File: src/hdl/rtbmp_pkg.sv
// Shared types, constants and tables of the recurrence term engine.
// Depends on nothing; every other file of the block uses it.
package rtbmp_pkg;

    localparam int unsigned RES_W = 30;

    typedef logic [RES_W-1:0] residue_t;
    typedef logic [1:0]       bank_t;
    typedef logic [3:0]       entry_t;
    typedef logic [5:0]       mat_addr_t;

    localparam logic [31:0] MODULUS     = 32'd1000000007;
    localparam logic [31:0] TWO_MODULUS = 32'd2000000014;
    localparam logic [30:0] BARRETT_MU  = 31'((64'd1 << 60) / 64'd1000000007);

    localparam int unsigned RAM_DEPTH = 48;

    localparam bank_t BANK_BASE_INIT = 2'd0;
    localparam bank_t BANK_ACC_INIT  = 2'd1;
    localparam bank_t BANK_SCR_INIT  = 2'd2;

    localparam residue_t NEG_ONE = residue_t'(MODULUS - 32'd1);

    typedef struct packed {
        logic valid;
        logic first;
        logic last;
    } mac_ctl_t;

    // Companion matrix, row-major, with negative entries held as the modulus minus one.
    function automatic residue_t companion_entry(entry_t idx);
        residue_t val;
        unique case (idx)
            4'd3:    val = NEG_ONE;
            4'd4:    val = residue_t'(1);
            4'd7:    val = residue_t'(1);
            4'd9:    val = residue_t'(1);
            4'd11:   val = NEG_ONE;
            4'd14:   val = residue_t'(1);
            4'd15:   val = residue_t'(2);
            default: val = '0;
        endcase
        return val;
    endfunction

    function automatic residue_t identity_entry(entry_t idx);
        residue_t val;
        val = (idx[1:0] == idx[3:2]) ? residue_t'(1) : '0;
        return val;
    endfunction

    function automatic residue_t start_term(logic [1:0] idx);
        residue_t val;
        unique case (idx)
            2'd0: val = residue_t'(1);
            2'd1: val = residue_t'(3);
            2'd2: val = residue_t'(6);
            2'd3: val = residue_t'(10);
        endcase
        return val;
    endfunction

endpackage

File: src/hdl/rtbmp_mat_ram.sv
// Matrix store: three banks of sixteen residues, one write port and two registered reads.
// Depends on rtbmp_pkg for the address and data types.
module rtbmp_mat_ram (
    input  logic                 clk,
    input  logic                 we,
    input  rtbmp_pkg::mat_addr_t waddr,
    input  rtbmp_pkg::residue_t  wdata,
    input  rtbmp_pkg::mat_addr_t raddr_a,
    input  rtbmp_pkg::mat_addr_t raddr_b,
    output rtbmp_pkg::residue_t  rdata_a,
    output rtbmp_pkg::residue_t  rdata_b
);
    import rtbmp_pkg::*;

    residue_t mem [0:RAM_DEPTH-1];
    residue_t rdata_a_reg;
    residue_t rdata_b_reg;

    always_ff @(posedge clk)
    begin
        if (we)
        begin
            mem[waddr] <= wdata;
        end
        rdata_a_reg <= mem[raddr_a];
        rdata_b_reg <= mem[raddr_b];
    end

    assign rdata_a = rdata_a_reg;
    assign rdata_b = rdata_b_reg;

endmodule

File: config.mk
export PLATFORM = sky130hd
export DESIGN_NAME = rtbmp_mat_ram
export DESIGN_NICKNAME = d
export VERILOG_FILES = /design/src/hdl/rtbmp_pkg.sv /design/src/hdl/rtbmp_mat_ram.sv
export SDC_FILE = /design/constraint.sdc
export NUM_CORES = 2
export LEC_CHECK = 0
export BUFFER_PORTS_ARGS = -buffer_cell sky130_fd_sc_hd__buf_2
export CORE_UTILIZATION = 50
export CTS_CLUSTER_DIAMETER = 50
export DETAILED_ROUTE_END_ITERATION = 8
export GPL_ROUTABILITY_DRIVEN = 0
export PLACE_DENSITY = 0.66
export RECOVER_POWER = 50
export SKIP_LAST_GASP = 1
export SLEW_MARGIN = 0
export SYNTH_ARGS = -nofsm -noshare
export SYNTH_HDL_FRONTEND = slang
export SYNTH_SLANG_ARGS = --single-unit
File: constraint.sdc
create_clock -name clk -period 3.7 [get_ports clk]
set_input_delay 0.37 -clock clk [delete_from_list [all_inputs] [get_ports clk]]
set_output_delay 0.37 -clock clk [all_outputs]
set_load 0.05 [all_outputs]
==> out/qor.txt <==
status: complete, but fails checks
failing checks: capacitance limit, slew limit
CTS resizes: 0
share of layout cells above drive strength 1: 22.3%
final setup vio count: 0
most frequent cell after synthesis: edfxtp_1
drt total wl: 215,000 um
mux cell area share after synthesis: 23.7%
RSZ-0062 raised after global routing: no
Hold WC Path Type: in -> reg
placed cell area: 73,000 sq um
Num CTS Buffers: 159
top_reg_cell synth: edfxtp_1
fraction of the mapped netlist area in compound gates: 8.46%
#FFs+latches synth: 1,500
Final Power: 38.7 mW
port bufs: 109
Vias: 41,900
layout overhead on the synthesized area: 13.2%
Worst Path Arrival: 2.89 ns
Worst-Margin Slew: 2.38 ns
Post-Layout Cell Count: 6,036
DR iter-0 viols: 4,819
top-area cell type share of the netlist area: 62.6%
Setup CP Type: in -> reg
Initial Utilization: 50.7%
die width: 374 um
Die ar.: 140,000 sq um
Max clock buf depth: 3
top-level I/O count: 110
first-pass GRT wire length: 304,000 um
final cycle utilization of the critical path: 68.5%
largest net degree at the start of global routing: 75
top cells by area, synth: edfxtp_1 63%, mux2i_1 14%, mux4_2 9.8%
Layout Skew: 0.0343 ns
Seq/Total Area, Yosys: 64.4%
Detailed Place HPWL: 121,000 um
Placed Cells: 5,744
Avg Inst Size Synth: 17.5 sq um
core area: 136,000 sq um
Req. time, crit path: 4.06 ns
Final Hold Viols: 0
crit path cell chain: clkbuf_1 -> nor4bb_1 -> nand2b_1 -> nor2_4 -> clkbuf_2
CTS tree: built
Post-Syn Nets: 4,002
post-synth top area cell: edfxtp_1
Pwr per Cell Area: 495 nW/um^2
Overall Global Routing Usage: 30.6%
FMAX: 395 MHz
clock-pin slew on the worst setup and hold paths: 0.06 ns
Max-Cap Viols: 34
Post-route DRC: 0
wire length per cell: 35.6 um
# hold bufs at CTS: 0
CP max stage cell: clkbuf_2
Pins Over Slew Limit: 1,578
Post-CTS Setup Bufs: 0
Design Area, Final: 78,200 sq um
post-synthesis cell type count: 29
total gr overflow: 0
Slew HR: -58.6%
Rows: 135
antenna violations before repair: 8
Final ANT Viol Nets: 0
number of fill cells: 10,200
warnings from Yosys: 0
CTS sink cnt: 1,500
Post-Synth XOR/XNOR Area: 0%
async set or reset register ratio after synthesis: 0%
Layout Nets: 4,174
storage element area: 44,400 sq um
CP peak stage delay: 1.41 ns
leakage: 27.3 nW
Commonest cells post-synth: 1,440 x edfxtp_1, 960 x mux2i_1, 300 x mux4_2
post-synthesis cell count: 3,952
root buf cell: clkbuf_16
Simple-Gate Fraction of Synth Area: 0.915%
vias in the first global route: 41,900
EDFF count, synth: 1,440
worst vdd ir: 0.507 mV
CP endpoint kind: flop
clk_lat worst skew: 0.80 ns
DRT Pass-1 Iters: 6
Critical Path Source Type: input port
highest net fanout along the worst path: 30
multi-input combinational cell area: 23,200 sq um
Vert. Die Dim: 374 um
vias per std cell: 6.94
area share of fa/ha/maj cells after synthesis: 0%
Synth Cell Area: 69,000 sq um
largest family of logic cells by synthesized area: multiplexers
Final Critical Period: 2.53 ns
H-tree Lvls: 4
Setup TNS Final: 0 ns
max reg flops: 1,440
[cells in the final DEF (no fill, tap or decap), drive strengths merged]
cell         n
and2         2
nand3b       2
a21oi      120
nor3         2
or3          1
nand2       68
or2          2
a221oi     120
diode        3
dfxtp       60
nand4        1
nand3        4
buf        298
inv         13
or3b         1
nor2b        7
o41ai       60
clkinvlp     6
a22oi      240
nor2        50
clkbuf     249
clkinv      42
nor4bb       1
mux4       300
nand2b       7
bufinv      16
mux2i      960
o22ai       60
a22o       120
edfxtp    1440
[worst max-delay path, delay by kind of cell]
kind | cells | cell delay, ns
simple gates | 3 | 0.84
buf+inv | 2 | 1.64
[area by class of cell]
class	count	share of cell area [%]
Clock inverter	77	1.12
Sequential cell	1500	56.9
Tap cell	1781	2.85
Multi-Input combinational cell	2128	29.7
Clock buffer	212	5.64
Antenna cell	3	0.00960
Timing Repair Buffer	335	3.86
[report_power, final]
part	switching (mW)	internal, mW	total, mW	leakage (nW)
clock network	6.68	9.53	16.2	2.57
registers	0.145	18.8	19.0	13.5
logic	2.27	1.25	3.52	11.2
[final timing paths]
| kind | startpoint | end | slack, ns | cells past startpoint |
|---|---|---|---|---|
| worst min register to register | mem[2][1] | rdata_b[1] | 0.87 | 4 |
| worst max register to register | mem[46][28] | rdata_b[28] | 1.63 | 4 |
| worst max-delay path | we | mem[20][0] | 1.17 | 5 |
| worst min-delay path | raddr_a[4] | rdata_a[13] | 0.11 | 4 |
[metrics by stage]
stage | hold WS, ns | worst slack (ns) | utilization [%]
floorplan | 0.469 | 0.318 | -
global placement | 0.823 | 0.797 | 53.6
detailed placement | 0.840 | 0.795 | 53.6
CTS | 0.0557 | 1.63 | 57.5
global route | 0.106 | 1.23 | 57.4
finish | 0.114 | 1.17 | 57.4
[layer usage]
metal	GRT usage, %	routed length [um]	vias up	share of wire, %
met5	0	72	-	0.034
met4	12.4	9020	12	4.2
met3	7.01	22200	504	10
met2	47.3	99000	2485	46
met1	41.9	84500	22000	39
li1	-	-	17000	-
[cell families after synthesis]
logic type | Yosys count
AO/OA/AOI/OAI | 720
flip-flops | 1500
multiplexers | 1260
AND/OR/NAND/NOR | 148
buffers and inverters | 324
Note: power is estimated with default switching activity, not from simulation.
