==> src/hdl/rtbmp_pkg.sv <==
// Shared types, constants and tables of the recurrence term engine.
// Depends on nothing; every other file of the block uses it.
package rtbmp_pkg;

    localparam int unsigned RES_W = 30;

    typedef logic [RES_W-1:0] residue_t;
    typedef logic [1:0]       bank_t;
    typedef logic [3:0]       entry_t;
    typedef logic [5:0]       mat_addr_t;

    localparam logic [31:0] MODULUS     = 32'd1000000007;
    localparam logic [31:0] TWO_MODULUS = 32'd2000000014;
    localparam logic [30:0] BARRETT_MU  = 31'((64'd1 << 60) / 64'd1000000007);

    localparam int unsigned RAM_DEPTH = 48;

    localparam bank_t BANK_BASE_INIT = 2'd0;
    localparam bank_t BANK_ACC_INIT  = 2'd1;
    localparam bank_t BANK_SCR_INIT  = 2'd2;

    localparam residue_t NEG_ONE = residue_t'(MODULUS - 32'd1);

    typedef struct packed {
        logic valid;
        logic first;
        logic last;
    } mac_ctl_t;

    // Companion matrix, row-major, with negative entries held as the modulus minus one.
    function automatic residue_t companion_entry(entry_t idx);
        residue_t val;
        unique case (idx)
            4'd3:    val = NEG_ONE;
            4'd4:    val = residue_t'(1);
            4'd7:    val = residue_t'(1);
            4'd9:    val = residue_t'(1);
            4'd11:   val = NEG_ONE;
            4'd14:   val = residue_t'(1);
            4'd15:   val = residue_t'(2);
            default: val = '0;
        endcase
        return val;
    endfunction

    function automatic residue_t identity_entry(entry_t idx);
        residue_t val;
        val = (idx[1:0] == idx[3:2]) ? residue_t'(1) : '0;
        return val;
    endfunction

    function automatic residue_t start_term(logic [1:0] idx);
        residue_t val;
        unique case (idx)
            2'd0: val = residue_t'(1);
            2'd1: val = residue_t'(3);
            2'd2: val = residue_t'(6);
            2'd3: val = residue_t'(10);
        endcase
        return val;
    endfunction

endpackage

==> src/hdl/rtbmp_modmac.sv <==
// Pipelined modular multiply-accumulate: product, Barrett reduction, modular running sum.
// Depends on rtbmp_pkg for the modulus, the reduction constant and the control struct.
module rtbmp_modmac (
    input  logic                 clk,
    input  logic                 rst_n,
    input  rtbmp_pkg::mac_ctl_t  in_ctl,
    input  rtbmp_pkg::residue_t  a,
    input  rtbmp_pkg::residue_t  b,
    output logic                 res_valid,
    output rtbmp_pkg::residue_t  res
);
    import rtbmp_pkg::*;

    mac_ctl_t    ctl1_reg, ctl2_reg, ctl3_reg, ctl4_reg;
    logic [59:0] prod1_reg;
    logic [31:0] x2_reg, x3_reg;
    logic [30:0] q2_reg;
    logic [31:0] qp3_reg;
    residue_t    r4_reg;
    residue_t    acc_reg;
    logic        res_valid_reg;

    logic [59:0] prod;
    logic [61:0] quot_prod;
    logic [60:0] qp_prod;
    logic [31:0] diff;
    residue_t    r_red;
    logic [30:0] sum;
    residue_t    acc_next;

    assign prod      = 60'(a) * 60'(b);
    assign quot_prod = 62'(prod1_reg[59:29]) * 62'(BARRETT_MU);
    assign qp_prod   = 61'(q2_reg) * 61'(MODULUS);
    assign diff      = x3_reg - qp3_reg;

    // The Barrett estimate leaves the remainder below three times the modulus.
    always_comb
    begin
        priority if (diff >= TWO_MODULUS)
        begin
            r_red = residue_t'(diff - TWO_MODULUS);
        end
        else if (diff >= MODULUS)
        begin
            r_red = residue_t'(diff - MODULUS);
        end
        else
        begin
            r_red = residue_t'(diff);
        end
    end

    always_comb
    begin
        sum = ctl4_reg.first ? 31'(r4_reg) : (31'(acc_reg) + 31'(r4_reg));
        if (32'(sum) >= MODULUS)
        begin
            acc_next = residue_t'(32'(sum) - MODULUS);
        end
        else
        begin
            acc_next = residue_t'(sum);
        end
    end

    always_ff @(posedge clk or negedge rst_n)
    begin
        if (!rst_n)
        begin
            ctl1_reg      <= '0;
            ctl2_reg      <= '0;
            ctl3_reg      <= '0;
            ctl4_reg      <= '0;
            res_valid_reg <= 1'b0;
        end
        else
        begin
            ctl1_reg      <= in_ctl;
            ctl2_reg      <= ctl1_reg;
            ctl3_reg      <= ctl2_reg;
            ctl4_reg      <= ctl3_reg;
            res_valid_reg <= ctl4_reg.valid && ctl4_reg.last;
        end
    end

    always_ff @(posedge clk)
    begin
        prod1_reg <= prod;
        x2_reg    <= prod1_reg[31:0];
        q2_reg    <= quot_prod[61:31];
        x3_reg    <= x2_reg;
        qp3_reg   <= qp_prod[31:0];
        r4_reg    <= r_red;
        if (ctl4_reg.valid)
        begin
            acc_reg <= acc_next;
        end
    end

    assign res_valid = res_valid_reg;
    assign res       = acc_reg;

endmodule

==> config.mk <==
export PLATFORM = sky130hd
export DESIGN_NAME = rtbmp_modmac
export DESIGN_NICKNAME = d
export VERILOG_FILES = /design/src/hdl/rtbmp_pkg.sv /design/src/hdl/rtbmp_modmac.sv
export SDC_FILE = /design/constraint.sdc
export NUM_CORES = 2
export LEC_CHECK = 0
export BUFFER_PORTS_ARGS = -buffer_cell sky130_fd_sc_hd__buf_2
export CORE_MARGIN = 2
export CORE_UTILIZATION = 60
export DETAILED_ROUTE_END_ITERATION = 6
export PLACE_DENSITY = 0.77
export SLEW_MARGIN = 20
export SYNTH_ARGS = -nofsm -noshare
export SYNTH_HDL_FRONTEND = slang
export SYNTH_SLANG_ARGS = --single-unit
==> constraint.sdc <==
create_clock -name clk -period 7.75 [get_ports clk]
set_input_delay 1.9375 -clock clk [delete_from_list [all_inputs] [get_ports clk]]
set_output_delay 1.9375 -clock clk [all_outputs]
set_load 0.02 [all_outputs]
==> impl_results.md <==
- Clock skew after layout: ~0.012 ns
- Initial antenna violation count: 5
- CP Launch Type: primary input
- Critical path required time: 8.26 ns
- Hold WC Path Type: reg -> reg
- Synth Flop Type: dfxtp_1
- Core area: 101000 sq um
- Final hold viol count: 0
- Clock buffer depth: 3
- H-tree depth: 1
- Post-route DRC violation count: 0
- Post-Syn Instances: roughly 6400
- Standard-cell row count: 117
- WS Path Type: in -> reg
- GRT overflow: 0
- Sink Count: 260
- Unrepaired setup endpoints after global routing: yes
- Clock-pin transition on the worst setup and hold timing paths: around 0.07 ns
- Syn_nets: roughly 8500
- Max FFs per register: 60
- Max FO, Critical Path: 5
- Sequential share of the synthesized area: 9.13%
- CTS buffer count: 27
- Worst path slowest cell: fa_1
- Final Wtd Congestion: approximately 0.97
- Top Family by Delay on Critical Path: adder cells
- Proportion of layout cells with a drive suffix above 1: between 10% and 20%
- Pre-CTS WS: -1.53 ns
- Final Critical Period: around 8.4 ns
- Tcrit/Tclk final: 108%
- Die width: 323 microns
- Most frequent CP cell: fa_1
- Routed wire length: approximately 150000 microns
- I/O Buffers: 95
- Post-Syn Area: 61000 sq um
- WL/cell: 19.0 microns
- CTS tree: done
- Setup_tns: -11.51 ns
- Number of synthesized flops with an enable pin: 30
- Vias in the first global route: just under 50000
- Clock root cell: clkbuf_16
- Yosys Warn Count: 0
- Die height: between 300 and 400 microns
- Largest net degree at the start of global routing: 44
- Die area: about 100000 sq um
- Critical Path AT: 8.90 ns
- Vias: approximately 45000
- Area delta synth->final: 12.4%
- Relative slew slack: 27.4%
- Crit path buf inv count: 6
- Routed Antenna Nets: 0
- # fillers: 7618
- Status: finished, violations left
- Vias/cell: approximately 5.5
- Max Cap Viol: 0
- Async SR Flop Fraction: under 10%
- Clk_lat worst skew: about 0.58 ns
- Detailed Place HPWL: 131000 microns
- Type of destination of the critical path: flop
- Worst Max-Slew Pin Slew: roughly 1.1 ns
- Yosys cell types: roughly 110
- Fmax: 119 MHz
- PnR worst setup slack: -0.641 ns
- GRT Total Usage: 30.4%
- Syn avg cell area: ~9.6 sq um
- CP max stage delay: 0.52 ns
- Initial core utilization: ~60%
- Initial drt markers: a little over 3000
- Nets@finish: 8844
- Synth Register Bits: 260
- # setup viols final: 33
- Violated checks: setup timing
- Iteration count of the initial detailed-routing pass: 5
- First-pass GRT wire length: 250000 microns
- Slew Viols, Final: 0
- IO Pins: 96
[routing by layer]
metal	part of all wire, %	track usage, %	vias to the layer above
li1	-	-	20400
met1	41	40.8	22600
met2	48	51.6	1625
met3	7.7	4.33	294
met4	3.1	8.48	2
met5	0.0078	0	-
[worst register-to-register path, cell delays in order, from the launching register on]
cell	delay (ns)
dfxtp_1	0.66
fa_1	0.56
fa_1	0.40
fa_1	0.46
fa_1	0.50
inv_1	0.06
fa_1	0.50
inv_1	0.06
fa_1	0.57
fa_1	0.44
ha_1	0.33
a211oi_1	0.29
a2bb2oi_1	0.18
o31ai_1	0.15
a21oi_1	0.31
o221a_2	0.30
o22ai_1	0.09
buf_4	0.16
a41o_1	0.30
a221oi_1	0.29
buf_4	0.18
o21ai_0	0.13
o21a_1	0.22
nor2_1	0.11
xnor2_1	0.14
[timing repair]
item,in CTS,in global routing
pin swaps,149,109
setup buffers,49,16
endpoints found under the hold margin,0,0
gates resized for setup,230,105
hold buffers,0,0
gates cloned,3,1
endpoints found under the setup margin,40,40
[worst paths after layout]
| check | startpoint | end | slack (ns) | cells after the start |
|---|---|---|---|---|
| max | a[13] | prod1_reg[58]$_DFF_P_ | -0.64 | 28 |
| min | x2_reg[25]$_DFF_P_ | x3_reg[25]$_DFF_P_ | 0.32 | 0 |
| max reg2reg | prod1_reg[44]$_DFF_P_ | q2_reg[30]$_DFF_P_ | 0.29 | 24 |
| min reg2reg | x2_reg[25]$_DFF_P_ | x3_reg[25]$_DFF_P_ | 0.32 | 0 |
| max in group asynchronous | rst_n | ctl3_reg[0]$_DFF_PN0_ | 6.31 | 1 |
| min in group asynchronous | rst_n | ctl4_reg[2]$_DFF_PN0_ | 1.22 | 1 |
[cells by family (layout without fill, tap and decap cells)]
group	count (synthesis)	count (layout)	share of synthesized area [%]
compound gates	673	673	7.55
xor+xnor	219	219	3.14
fa+ha+maj	2052	2052	57.1
buf+inv	1729	2101	10.7
flops	260	260	9.13
mux	14	14	0.242
other cells	0	2	0
simple gates	1429	1429	12.1
[cell usage in the layout, fill, tap and decap left out, types with 46 or more instances in the layout]
cell type  synthesis  routed
fa_1            1225    1179
a21oi_1          177     150
xor2_1            68      66
nor2_1           117     110
ha_1             827     801
buf_6              3      62
o21ai_0           98      90
nand2_1          500     491
and2_1           547     502
xnor2_1          151     144
nor3_1            50      49
a21o_1            96      96
inv_1           1501    1469
dfxtp_1          217     217
buf_4              1     401
and2_4             3      48
fa_2               0      46
[synth_stat cells, types with 18 or more instances]
master	number	area, sq um
inv_1	1501	5630
fa_1	1225	24500
ha_1	827	10300
and2_1	547	3420
nand2_1	500	1880
dfxtp_1	217	4340
clkbuf_1	206	773
a21oi_1	177	886
xnor2_1	151	1320
nor2_1	117	439
o21ai_0	98	490
a21o_1	96	721
xor2_1	68	596
nor3_1	50	250
nand3_1	38	190
nand2b_1	32	200
edfxtp_1	30	901
o21a_1	29	218
nor2b_1	27	169
a211oi_1	26	195
and3_1	24	150
o21bai_1	24	180
a31oi_1	23	144
o211ai_1	20	150
nand4_1	18	113
or3_1	18	113
[area by class of cell]
class                   instances  area, sq um  share of cell area, %
well taps                    1368         1710                   2.50
flip-flops and latches        260         5570                   8.12
repair buffers                548         4740                   6.91
multi-input cells            4387        50000                   72.9
clock buffers                  28          689                   1.01
diodes                          2         5.00                0.00730
inverters                    1503         5640                   8.23
clock inverters                22          249                  0.363
[stage by stage]
step / area [sq um] / util [%] / hold WS (ns) / std cells
2_1_floorplan: 61600 / - / 0.310 / 6376
3_3_place_gp: 66000 / 65.1 / 0.313 / 8016
3_5_place_dp: 66000 / 65.1 / 0.312 / 8016
4_1_cts: 68100 / 67.2 / 0.320 / 8106
5_1_grt: 68600 / 67.7 / 0.326 / 8116
6_report: 68600 / 67.7 / 0.323 / 8118
Power is not shown: default switching activity piles up to over one toggle a cycle in this logic, so the estimate is an artifact.
